### src/sv/bfe2m1_pkg.sv
// Shared constants and widths for the bf16 to E2M1 scaled cast.
`default_nettype none
package bfe2m1_pkg;

  localparam int BF16_W   = 16;
  localparam int SCALE_W  = 8;
  localparam int CODE_W   = 4;
  localparam int OUT_W    = 8;
  localparam int IN_W     = 2 * BF16_W + SCALE_W;

  // Only two elements travel per transaction.
  localparam int CAST_LANES_MAX = 2;
  localparam int LANES_DEF      = 2;

  localparam logic [7:0] BF16_EXP_ALL  = 8'hFF;
  localparam logic [7:0] BF16_MAX_EXP  = 8'hFE;
  localparam logic [6:0] BF16_MANT_MAX = 7'h7F;

  // Quotient exponent window: sh >= 8 saturates, sh < -8 flushes to zero.
  localparam logic signed [9:0] SH_HI  = 10'sd8;
  localparam logic signed [9:0] SH_LO  = -10'sd8;
  localparam logic signed [9:0] SH_OFS = 10'sd5;

  // Decision points between neighboring grid values, in quarters.
  localparam int NUM_MID = 7;
  localparam logic [4:0] MID_Q [NUM_MID] = '{5'd1, 5'd3, 5'd5, 5'd7, 5'd10, 5'd14, 5'd20};

  localparam logic [2:0] IDX_ZERO = 3'd0;
  localparam logic [2:0] IDX_MAX  = 3'd7;

endpackage
`default_nettype wire

### src/sv/bf16_to_e2m1_scaled_cast.sv
// Casts two bf16 elements per transaction to E2M1 codes under a shared block scale.
//
// Input stream: in_tdata carries value_low, value_high and block_scale (an 8-bit
// biased exponent). The scale divides both elements; each quotient rounds to the
// nearest point of {0, .5, 1, 1.5, 2, 3, 4, 6}, ties to even, above 6 saturates.
// Output stream: out_tdata is one byte, high element code in 7:4, low in 3:0;
// a code is the sign in bit 3 and the grid index in 2:0.
// An accepted transaction passes the lane register, then the output register,
// before out_tvalid rises. Throughput: one transaction per cycle while
// out_tready is high.
// Each lane is one decode/compare core; the lanes run in parallel.
// Reset clears both valid flags; no result is pending after reset.
// When the receiver stalls, the output register holds its byte and the lane
// stage can still take one more transaction; after that in_tready drops.
`default_nettype none
module bf16_to_e2m1_scaled_cast
  import bfe2m1_pkg::*;
#(
  parameter int LANES = LANES_DEF
) (
  input  wire logic             clk,
  input  wire logic             rst_n,
  input  wire logic             in_tvalid,
  output logic                  in_tready,
  input  wire logic [IN_W-1:0]  in_tdata,   // value_low[15:0], value_high[31:16], block_scale[39:32]
  output logic                  out_tvalid,
  input  wire logic             out_tready,
  output logic      [OUT_W-1:0] out_tdata   // packed_codes[7:0]
);

  localparam int NCAST = (LANES < CAST_LANES_MAX) ? LANES : CAST_LANES_MAX;

  logic                    in_fire;
  logic                    s1_valid_r;
  logic                    s1_adv;
  logic [NCAST*CODE_W-1:0] codes;

  assign in_fire   = in_tvalid && in_tready;
  assign in_tready = !s1_valid_r || s1_adv;

  always_ff @(posedge clk) begin
    if (!rst_n) begin
      s1_valid_r <= 1'b0;
    end else if (in_fire) begin
      s1_valid_r <= 1'b1;
    end else if (s1_adv) begin
      s1_valid_r <= 1'b0;
    end
  end

  for (genvar g = 0; g < NCAST; g++) begin : g_lane
    bfe2m1_lane u_lane (
      .clk   (clk),
      .load  (in_fire),
      .bf16  (in_tdata[g*BF16_W +: BF16_W]),
      .scale (in_tdata[2*BF16_W +: SCALE_W]),
      .code  (codes[g*CODE_W +: CODE_W])
    );
  end

  bfe2m1_merge #(
    .NCAST (NCAST)
  ) u_merge (
    .clk       (clk),
    .rst_n     (rst_n),
    .s1_valid  (s1_valid_r),
    .codes     (codes),
    .out_ready (out_tready),
    .s1_adv    (s1_adv),
    .out_valid (out_tvalid),
    .out_data  (out_tdata)
  );

  a_fill: assert property (@(posedge clk) disable iff (!rst_n)
    in_fire |=> s1_valid_r)
    else $error("accepted transaction did not reach the lane stage");

  a_hold: assert property (@(posedge clk) disable iff (!rst_n)
    (s1_valid_r && !s1_adv) |=> s1_valid_r)
    else $error("stalled lane stage lost its transaction");

  a_out: assert property (@(posedge clk) disable iff (!rst_n)
    s1_adv |=> out_tvalid)
    else $error("lane stage advanced but no result is offered");

  a_nodrop: assert property (@(posedge clk) disable iff (!rst_n)
    (s1_valid_r && out_tvalid && !out_tready) |-> !in_tready)
    else $error("input taken while both stages are full and stalled");

endmodule
`default_nettype wire

### src/sv/bfe2m1_lane.sv
// One cast lane: bf16 decode and shift setup, then grid compare and rounding.
`default_nettype none
module bfe2m1_lane
  import bfe2m1_pkg::*;
(
  input  wire logic               clk,
  input  wire logic               load,
  input  wire logic [BF16_W-1:0]  bf16,
  input  wire logic [SCALE_W-1:0] scale,
  output logic      [CODE_W-1:0]  code
);

  logic              sign_nxt, sign_r;
  logic              zero_nxt, zero_r;
  logic              sat_nxt, sat_r;
  logic [7:0]        sig_nxt, sig_r;
  logic [3:0]        shamt_nxt, shamt_r;
  logic [7:0]        exp_c;
  logic [6:0]        mant_c;
  logic signed [9:0] sh_c;

  always_comb begin
    sign_nxt = bf16[15];
    exp_c    = bf16[14:7];
    mant_c   = bf16[6:0];
    // Inf/NaN clamp to the largest finite magnitude
    if (exp_c == BF16_EXP_ALL) begin
      exp_c  = BF16_MAX_EXP;
      mant_c = BF16_MANT_MAX;
    end
    sh_c      = $signed({2'b00, exp_c}) - $signed({2'b00, scale}) - SH_OFS;
    zero_nxt  = (exp_c == 8'd0) || (sh_c < SH_LO);
    sat_nxt   = (exp_c != 8'd0) && (sh_c >= SH_HI);
    sig_nxt   = {1'b1, mant_c};
    shamt_nxt = sh_c[3:0] + 4'd8;
  end

  always_ff @(posedge clk) begin
    if (load) begin
      sign_r  <= sign_nxt;
      zero_r  <= zero_nxt;
      sat_r   <= sat_nxt;
      sig_r   <= sig_nxt;
      shamt_r <= shamt_nxt;
    end
  end

  // Both sides scaled by 2^8: sig<<(sh+8) against mid<<8.
  logic [22:0] val_c;
  logic [22:0] thr_c;
  logic [2:0]  cnt_c;
  logic        tie_c;
  logic [2:0]  idx_c;

  always_comb begin
    val_c = {15'd0, sig_r} << shamt_r;
    cnt_c = 3'd0;
    tie_c = 1'b0;
    thr_c = '0;
    for (int j = 0; j < NUM_MID; j++) begin
      thr_c = {10'd0, MID_Q[j], 8'd0};
      if (val_c > thr_c) cnt_c = cnt_c + 3'd1;
      if (val_c == thr_c) tie_c = 1'b1;
    end
    // tie: cnt is the lower neighbor, round to even
    idx_c = (tie_c && cnt_c[0]) ? cnt_c + 3'd1 : cnt_c;
    if (sat_r) idx_c = IDX_MAX;
    if (zero_r) idx_c = IDX_ZERO;
    code = {sign_r, idx_c};
  end

endmodule
`default_nettype wire

### src/sv/bfe2m1_merge.sv
// Packs the lane codes into one byte and holds it in the output register.
`default_nettype none
module bfe2m1_merge
  import bfe2m1_pkg::*;
#(
  parameter int NCAST = CAST_LANES_MAX
) (
  input  wire logic                    clk,
  input  wire logic                    rst_n,
  input  wire logic                    s1_valid,
  input  wire logic [NCAST*CODE_W-1:0] codes,
  input  wire logic                    out_ready,
  output logic                         s1_adv,
  output logic                         out_valid,
  output logic      [OUT_W-1:0]        out_data
);

  logic             valid_r;
  logic [OUT_W-1:0] data_r, data_nxt;

  assign s1_adv   = s1_valid && (!valid_r || out_ready);
  assign data_nxt = OUT_W'(codes);

  always_ff @(posedge clk) begin
    if (!rst_n) begin
      valid_r <= 1'b0;
    end else if (s1_adv) begin
      valid_r <= 1'b1;
    end else if (out_ready) begin
      valid_r <= 1'b0;
    end
    if (s1_adv) data_r <= data_nxt;
  end

  assign out_valid = valid_r;
  assign out_data  = data_r;

endmodule
`default_nettype wire

### config.mk
export PLATFORM = sky130hd
export DESIGN_NAME = bf16_to_e2m1_scaled_cast
export DESIGN_NICKNAME = d
export VERILOG_FILES = /design/src/sv/bfe2m1_pkg.sv /design/src/sv/bf16_to_e2m1_scaled_cast.sv /design/src/sv/bfe2m1_lane.sv /design/src/sv/bfe2m1_merge.sv
export SDC_FILE = /design/constraint.sdc
export NUM_CORES = 1
export LEC_CHECK = 0
export BUFFER_PORTS_ARGS = -buffer_cell sky130_fd_sc_hd__buf_2
export CAP_MARGIN = 30
export CORE_ASPECT_RATIO = 1.5
export CORE_MARGIN = 2
export CORE_UTILIZATION = 61
export DETAILED_ROUTE_END_ITERATION = 10
export PLACE_DENSITY = 0.83
export SETUP_SLACK_MARGIN = 0.1
export SYNTH_ARGS = -nofsm -noshare
export SYNTH_HDL_FRONTEND = slang
export SYNTH_HIERARCHICAL = 1
export SYNTH_SLANG_ARGS = --single-unit
export TNS_END_PERCENT = 20
### constraint.sdc
create_clock -name clk -period 6.1 [get_ports clk]
set_clock_uncertainty 0.05 [all_clocks]
set_input_delay 1.22 -clock clk [delete_from_list [all_inputs] [get_ports clk]]
set_output_delay 1.22 -clock clk [all_outputs]
set_load 0.01 [all_outputs]
==> impl_metrics.tcl, run 1 <==
set metrics [dict create \
    synth_nets 617 \
    fp-row-count 39 \
    clock_sinks 38 \
    wl_per_cell_um 15.6 \
    clockBufferDepth 2 \
    final_common_cell "buf_2" \
    yosys_most_used_dff "edfxtp_1" \
    pre_cts_slack_ns 0.219 \
    cp-end-kind "register" \
    synthCells 541 \
    fin_area_um2 5300 \
    ys_ff_latch 38 \
    io_pins 54 \
    htreeDepth 2 \
    cts.clk_slew.worst_paths_ns 0.06 \
    syn_area_per_cell_um2 8.83 \
    p_per_area_nw_per_um2 315 \
    clockRootBuffer "clkbuf_16" \
    vias 4172 \
    startpoint "g_lane[1].u_lane/sig_r[3]" \
    wirelength_um 10700 \
    cts_buffers 5 \
    clk_latency_ns 0.28 \
    vdd_drop_max_uv 166 \
    async_flop_share_pct 0 \
    fin_util_pct 69.6 \
    synth_top_area_share_pct 22.6 \
    cp-endpoint "u_merge/out_data[6]" \
    layout-drive-gt1-share_pct 22.4 \
    num-fill-cells 618 \
    grt_antenna_before_repair 0 \
    synthToLayoutAreaGrowth_pct 10.8 \
    critPathRequiredTime_ns 6.07 \
    ys_seq_area_share_pct 23.5 \
    relSlewSlack_pct 45.6 \
    yosysTopAreaCell "edfxtp_1" \
    fin_crit_sh_pct 93.3 \
    placed_area_um2 5100 \
    r2r_end "u_merge/out_data[6]" \
    cts_hold_buf 0 \
    drc_errors 0 \
    start_util_pct 62.8 \
    reg2reg_from "g_lane[1].u_lane/sig_r[3]" \
    power.leakage_nw 2.22 \
    synthesis.area_um2 4780 \
    die_w_um 76.3 \
    final_cell_mix "53 x buf_2, 39 x inv_1, 38 x nand2_1" \
    rsz0062_at_grt "yes" \
    crit_fanout 6 \
    worstMarginPinSlew_ns 0.815 \
    critical_path_class "reg -> reg" \
    yosys-top-cells-area "edfxtp_1 23%, ha_1 7.9%, a21oi_1 3.4%" \
    die_area_um2 8570 \
    grt_max_degree 29 \
    clock.fmax_ghz 0.176 \
    num-nets-final 660 \
    finalCriticalPeriod_ns 5.69 \
    setup_viol_count_final 0 \
    yosysUniqueCellTypes 69 \
    r2r_setup_slack_ns 0.41 \
    hp-class "reg -> reg" \
    drt_iter0_markers 245 \
    status "finished clean" \
    cp-start-kind "register" \
    setup_ws_ns 0.408 \
    core_area_um2 7610 \
    ff2ff_path_depth 23 \
    port_buffers 53 \
    viasPerCell 6.07 \
    grtUsageTotal_pct 25.8 \
    antenna_cells 0 \
    hold_violations 0 \
    grt_pass1_vias 4183 \
    crit_arrival_ns 5.66 \
    tns_ns 0 \
    design_power_total_w 0.00167 \
    dp_hpwl_um 8780 \
    yosys_warnings 6 \
    place.gp.congestion 0.921 \
    slew_viol_final 0 \
    dr.pass1.iters 4 \
    synth-edff-count 36 \
    grt_pass1_wl_um 18300 \
    cap_violations 0 \
    tritoncts "done" \
    dieHeight_um 112 \
    grt_overflow 0 \
    final_antenna_net_count 0 \
]
-- critical path: stages, from the launching register on --
cell	delay, ns
edfxtp_1	0.47
mux4_2	0.52
or2_4	0.25
o32ai_4	0.34
o211a_4	0.26
nand2_1	0.05
o21ai_0	0.06
and2_1	0.17
inv_1	0.05
ha_1	0.38
xor2_1	0.20
ha_1	0.30
or2_2	0.32
o21a_1	0.13
ha_1	0.31
xor2_1	0.17
o221ai_2	0.20
ha_1	0.18
o211ai_1	0.10
xnor2_1	0.19
xnor3_1	0.25
xor2_1	0.16
a211oi_1	0.22
a311oi_1	0.07
-- timing repair --
item	in CTS	in global routing
buffers inserted	0	4
resized for setup	0	4
endpoints found under the hold margin	0	0
endpoints found under the setup margin	0	3
-- sequential cells by signal, indices dropped and copies added, names as in the netlist --
| name | cells |
|---|---|
| g_lane.u_lane/sig_r | 14 |
| g_lane.u_lane/shamt_r | 8 |
| u_merge/out_data | 8 |
| g_lane.u_lane/sat_r | 2 |
| g_lane.u_lane/sign_r | 2 |
| g_lane.u_lane/zero_r | 2 |
| s1_valid_r | 1 |
| u_merge/out_valid | 1 |
-- cell type report --
type	instances	area [um2]	share of cell area [%]
flip-flops and latches	38	1120	21.2
clock inverters	2	15.0	0.284
inverters	39	146	2.76
clock buffers	6	129	2.43
well taps	102	128	2.41
multi-input cells	434	3390	64.1
repair buffers	66	363	6.85
-- synthesized netlist by cell type (3+ instances only) --
master / instances
nand3b_1: 6
a21oi_1: 32
o221ai_1: 4
a32oi_1: 4
or3_1: 4
mux2_2: 8
o21ai_0: 24
ha_1: 30
nand4_1: 4
buf_2: 4
a21o_1: 6
nand3_1: 10
inv_1: 39
o31ai_1: 10
o31a_1: 4
o211ai_1: 6
mux2i_1: 12
o211a_1: 4
nor4_1: 6
xor2_1: 16
nor2_1: 32
or2_2: 22
a211oi_1: 10
a22oi_1: 4
clkbuf_1: 20
a2bb2oi_1: 4
nor2b_1: 15
o21ai_1: 4
nand2b_1: 18
xnor2_1: 14
o21a_1: 3
and3_1: 4
o22ai_1: 6
nand2_1: 38
nor3_1: 10
a22o_1: 4
edfxtp_1: 36
and2_1: 6
-- worst min path at each step --
stage,from,to,slack (ns),depth (start not counted)
5_1_grt,g_lane[0].u_lane/sign_r,u_merge/out_data[3],0.42,0
2_1_floorplan,g_lane[0].u_lane/sign_r,u_merge/out_data[3],0.44,1
3_3_place_gp,g_lane[0].u_lane/sign_r,u_merge/out_data[3],0.38,0
4_1_cts,g_lane[0].u_lane/sign_r,u_merge/out_data[3],0.40,0
6_report,g_lane[0].u_lane/sign_r,u_merge/out_data[3],0.39,0
3_5_place_dp,g_lane[0].u_lane/sign_r,u_merge/out_data[3],0.38,0
-- metal layers --
| layer | up-vias | global-route usage (%) | routed length (um) |
|---|---|---|---|
| li1 | 2086 | - | - |
| met4 | 0 | 8.97 | 142 |
| met2 | 125 | 52.1 | 6040 |
| met3 | 10 | 2.65 | 445 |
| met5 | - | 0 | 0 |
| met1 | 1951 | 27.0 | 4070 |
-- per-stage QoR --
stage	hold WS (ns)	instances
2_1_floorplan	0.440	541
3_3_place_gp	0.385	675
3_5_place_dp	0.384	675
4_1_cts	0.397	683
5_1_grt	0.424	687
6_report	0.393	687
-- cells by family (layout without fill, tap and decap cells) --
kind of cell               count (synthesis)  in the layout  share of synthesized area, %
muxes                                     26             26                          7.07
DFF                                       38             38                          23.5
AOI/OAI and AO/OA                        158            158                          26.6
buffers and inverters                     69            113                          6.00
adders and majority gates                 32             32                          8.70
and+or+nand+nor                          184            184                          20.6
xor gates and xnor gates                  34             34                          7.60
-- power by group --
part           switching, W  internal (W)  total [W]
Sequential        0.0000424      0.000328   0.000370
Combinational      0.000560      0.000487    0.00105
Clock             0.0000972      0.000151   0.000248
Total              0.000700      0.000967    0.00167
Power figures use the tool's default switching activity.
==> run 2, diff against run 1 <==
- CTS_BUF_LIST: unset -> sky130_fd_sc_hd__clkbuf_2 sky130_fd_sc_hd__clkbuf_4 sky130_fd_sc_hd__clkbuf_8
- MAX_ROUTING_LAYER: unset -> met4
==> run 2 against run 1 <==
Against the previous run:
- sequential power about the same
- routed wire length rose by 1.2%
- hold slack lost 0.019 ns
- clock power shrank 31%
- register-to-register slack better by 0.02 ns
- total power shrank 5.2%
- core utilization decreased by 0.87 points
==> impl_metrics.tcl, run 2 (synthesized netlist as in run 1, its figures left out) <==
set metrics [dict create \
    dr.pass1.iters 5 \
    tns_ns 0 \
    critical_path_buf_inv_count 1 \
    worst_path_largest_cell_delay_ns 0.55 \
    hp-class "reg -> reg" \
    die_area_um2 8570 \
    drc_errors 0 \
    grt_pass1_wl_um 18500 \
    grtUsageTotal_pct 26.8 \
    final_cell_mix "53 x buf_2, 39 x inv_1, 38 x nand2_1" \
    die_w_um 76.3 \
    drt_iter0_markers 288 \
    core_area_um2 7610 \
    wl_per_cell_um 15.8 \
    grt_overflow 0 \
    num-nets-final 659 \
    finalCriticalPeriod_ns 5.67 \
    cpMostUsedCell "ha_1" \
    layout-drive-gt1-share_pct 22.3 \
    worstMarginPinSlew_ns 0.899 \
    cap_violations 0 \
    place.gp.congestion 0.938 \
    setup_viol_count_final 0 \
    cp_slowest_cell "mux4_2" \
    largest_reg_flops 14 \
    synthToLayoutAreaGrowth_pct 9.46 \
    p_clk_share_pct 10.7 \
    power.leakage_nw 2.20 \
    antenna_cells 0 \
    cell_internal_pwr_w 0.000895 \
    cp-start-kind "register" \
    grt_max_degree 29 \
    dp_cells 675 \
    viasPerCell 6.23 \
    p_comb_share_pct 65.8 \
    clock.fmax_ghz 0.176 \
    cp_top_family "compound AO/OA/AOI/OAI gates" \
    p_per_area_nw_per_um2 302 \
    dp_hpwl_um 8910 \
    clockBufferDepth 2 \
    final_antenna_net_count 0 \
    clk_latency_ns 0.30 \
    fp-row-count 39 \
    wirelength_um 10800 \
    cts.clk_slew.worst_paths_ns 0.08 \
    relSlewSlack_pct 39.9 \
    hold_violations 0 \
    vdd_drop_max_uv 157 \
    htreeDepth 2 \
    cp-end-kind "register" \
    fin_crit_sh_pct 93.0 \
    fin_util_pct 68.7 \
    tritoncts "done" \
    final_common_cell "buf_2" \
    grt_pass1_vias 4196 \
    dieHeight_um 112 \
    status "finished clean" \
    largest_register "g_lane.u_lane/sig_r" \
    instances_no_fill 686 \
    rsz0062_at_grt "yes" \
    critPathRequiredTime_ns 6.09 \
    critical_path_class "reg -> reg" \
    switching_share_pct 43.3 \
    clock_sinks 38 \
    p_sw_w 0.000684 \
    crit_arrival_ns 5.66 \
    crit_fanout 6 \
    cts_hold_buf 0 \
    port_buffers 53 \
    cts_buffers 5 \
    seqPwrFrac_pct 23.4 \
    crit_path_cell_trace "mux4_2, or2_4, o32ai_4, o211a_4, nand2_1, o21ai_0, and2_1, inv_1, ha_1, xor2_1, ha_1, or2_2, o21a_1, ha_1, xor2_1, o221ai_2, ha_1, o211ai_1, xnor2_1, xnor3_1, xor2_1, a211oi_1, a311oi_1" \
    io_pins 54 \
    slew_viol_final 0 \
    vias 4274 \
    grt_antenna_before_repair 0 \
    start_util_pct 62.8 \
    clockRootBuffer "clkbuf_8" \
]
-- run 2: worst reg2reg max path: cells and delay by family (launching register included) --
kind	cells	cell delay, ns
XOR/XNOR	5	0.97
flip-flops	1	0.48
multiplexers	1	0.55
AND/OR/NAND/NOR	4	0.78
AO/OA/AOI/OAI	8	1.42
buffers and inverters	1	0.05
adder cells (fa/ha/maj)	4	1.13
-- run 2: path summary, 6_finish.rpt --
kind | cells past startpoint | slack [ns] | from | endpoint
worst max-delay path | 23 | 0.43 | g_lane[1].u_lane/sig_r[1] | u_merge/out_data[6]
worst min-delay path | 0 | 0.37 | g_lane[1].u_lane/sign_r | u_merge/out_data[7]
worst max register to register | 23 | 0.43 | g_lane[1].u_lane/sig_r[1] | u_merge/out_data[6]
worst min register to register | 0 | 0.37 | g_lane[1].u_lane/sign_r | u_merge/out_data[7]
-- run 2: per-layer routing --
metal | part of all wire, % | GRT usage [%] | up-vias
li1 | - | - | 2081
met1 | 39 | 28.7 | 2039
met2 | 55 | 50.1 | 125
met3 | 3.0 | 2.41 | 29
met4 | 2.4 | 11.3 | 0
met5 | 0 | - | -
-- run 2: through the flow --
stage | cell area (um2) | worst slack, ns | power, W | hold WS, ns
after detailed placement | 5100 | 0.320 | 0.00140 | 0.362
after floorplan | 4780 | 0.753 | 0.00120 | 0.440
after global placement | 5100 | 0.535 | 0.00135 | 0.380
after CTS | 5180 | 0.306 | 0.00157 | 0.377
final | 5230 | 0.430 | 0.00158 | 0.374
after global routing | 5230 | 0.0657 | 0.00171 | 0.403
-- run 2: repair_timing --
action | CTS | global route
gates resized for setup | 0 | 4
setup buffers | 0 | 3
setup endpoints to repair | 0 | 3
-- run 2: layout make-up --
type	instances	area, um2
fillers	627	2380
flip-flops and latches	38	1120
clock inverters	2	8.76
repair buffers	65	355
multi-input cells	434	3390
clock buffers	6	76.3
well taps	102	128
inverters	39	146
-- run 2: power groups by stage --
stage	combinational, W	clock [W]	sequential (W)
4_1_cts	0.00103	0.000174	0.000371
5_1_grt	0.00115	0.000183	0.000376
3_5_place_dp	0.00102	0	0.000377
2_1_floorplan	0.000848	0	0.000353
3_3_place_gp	0.000980	0	0.000374
6_report	0.00104	0.000170	0.000370
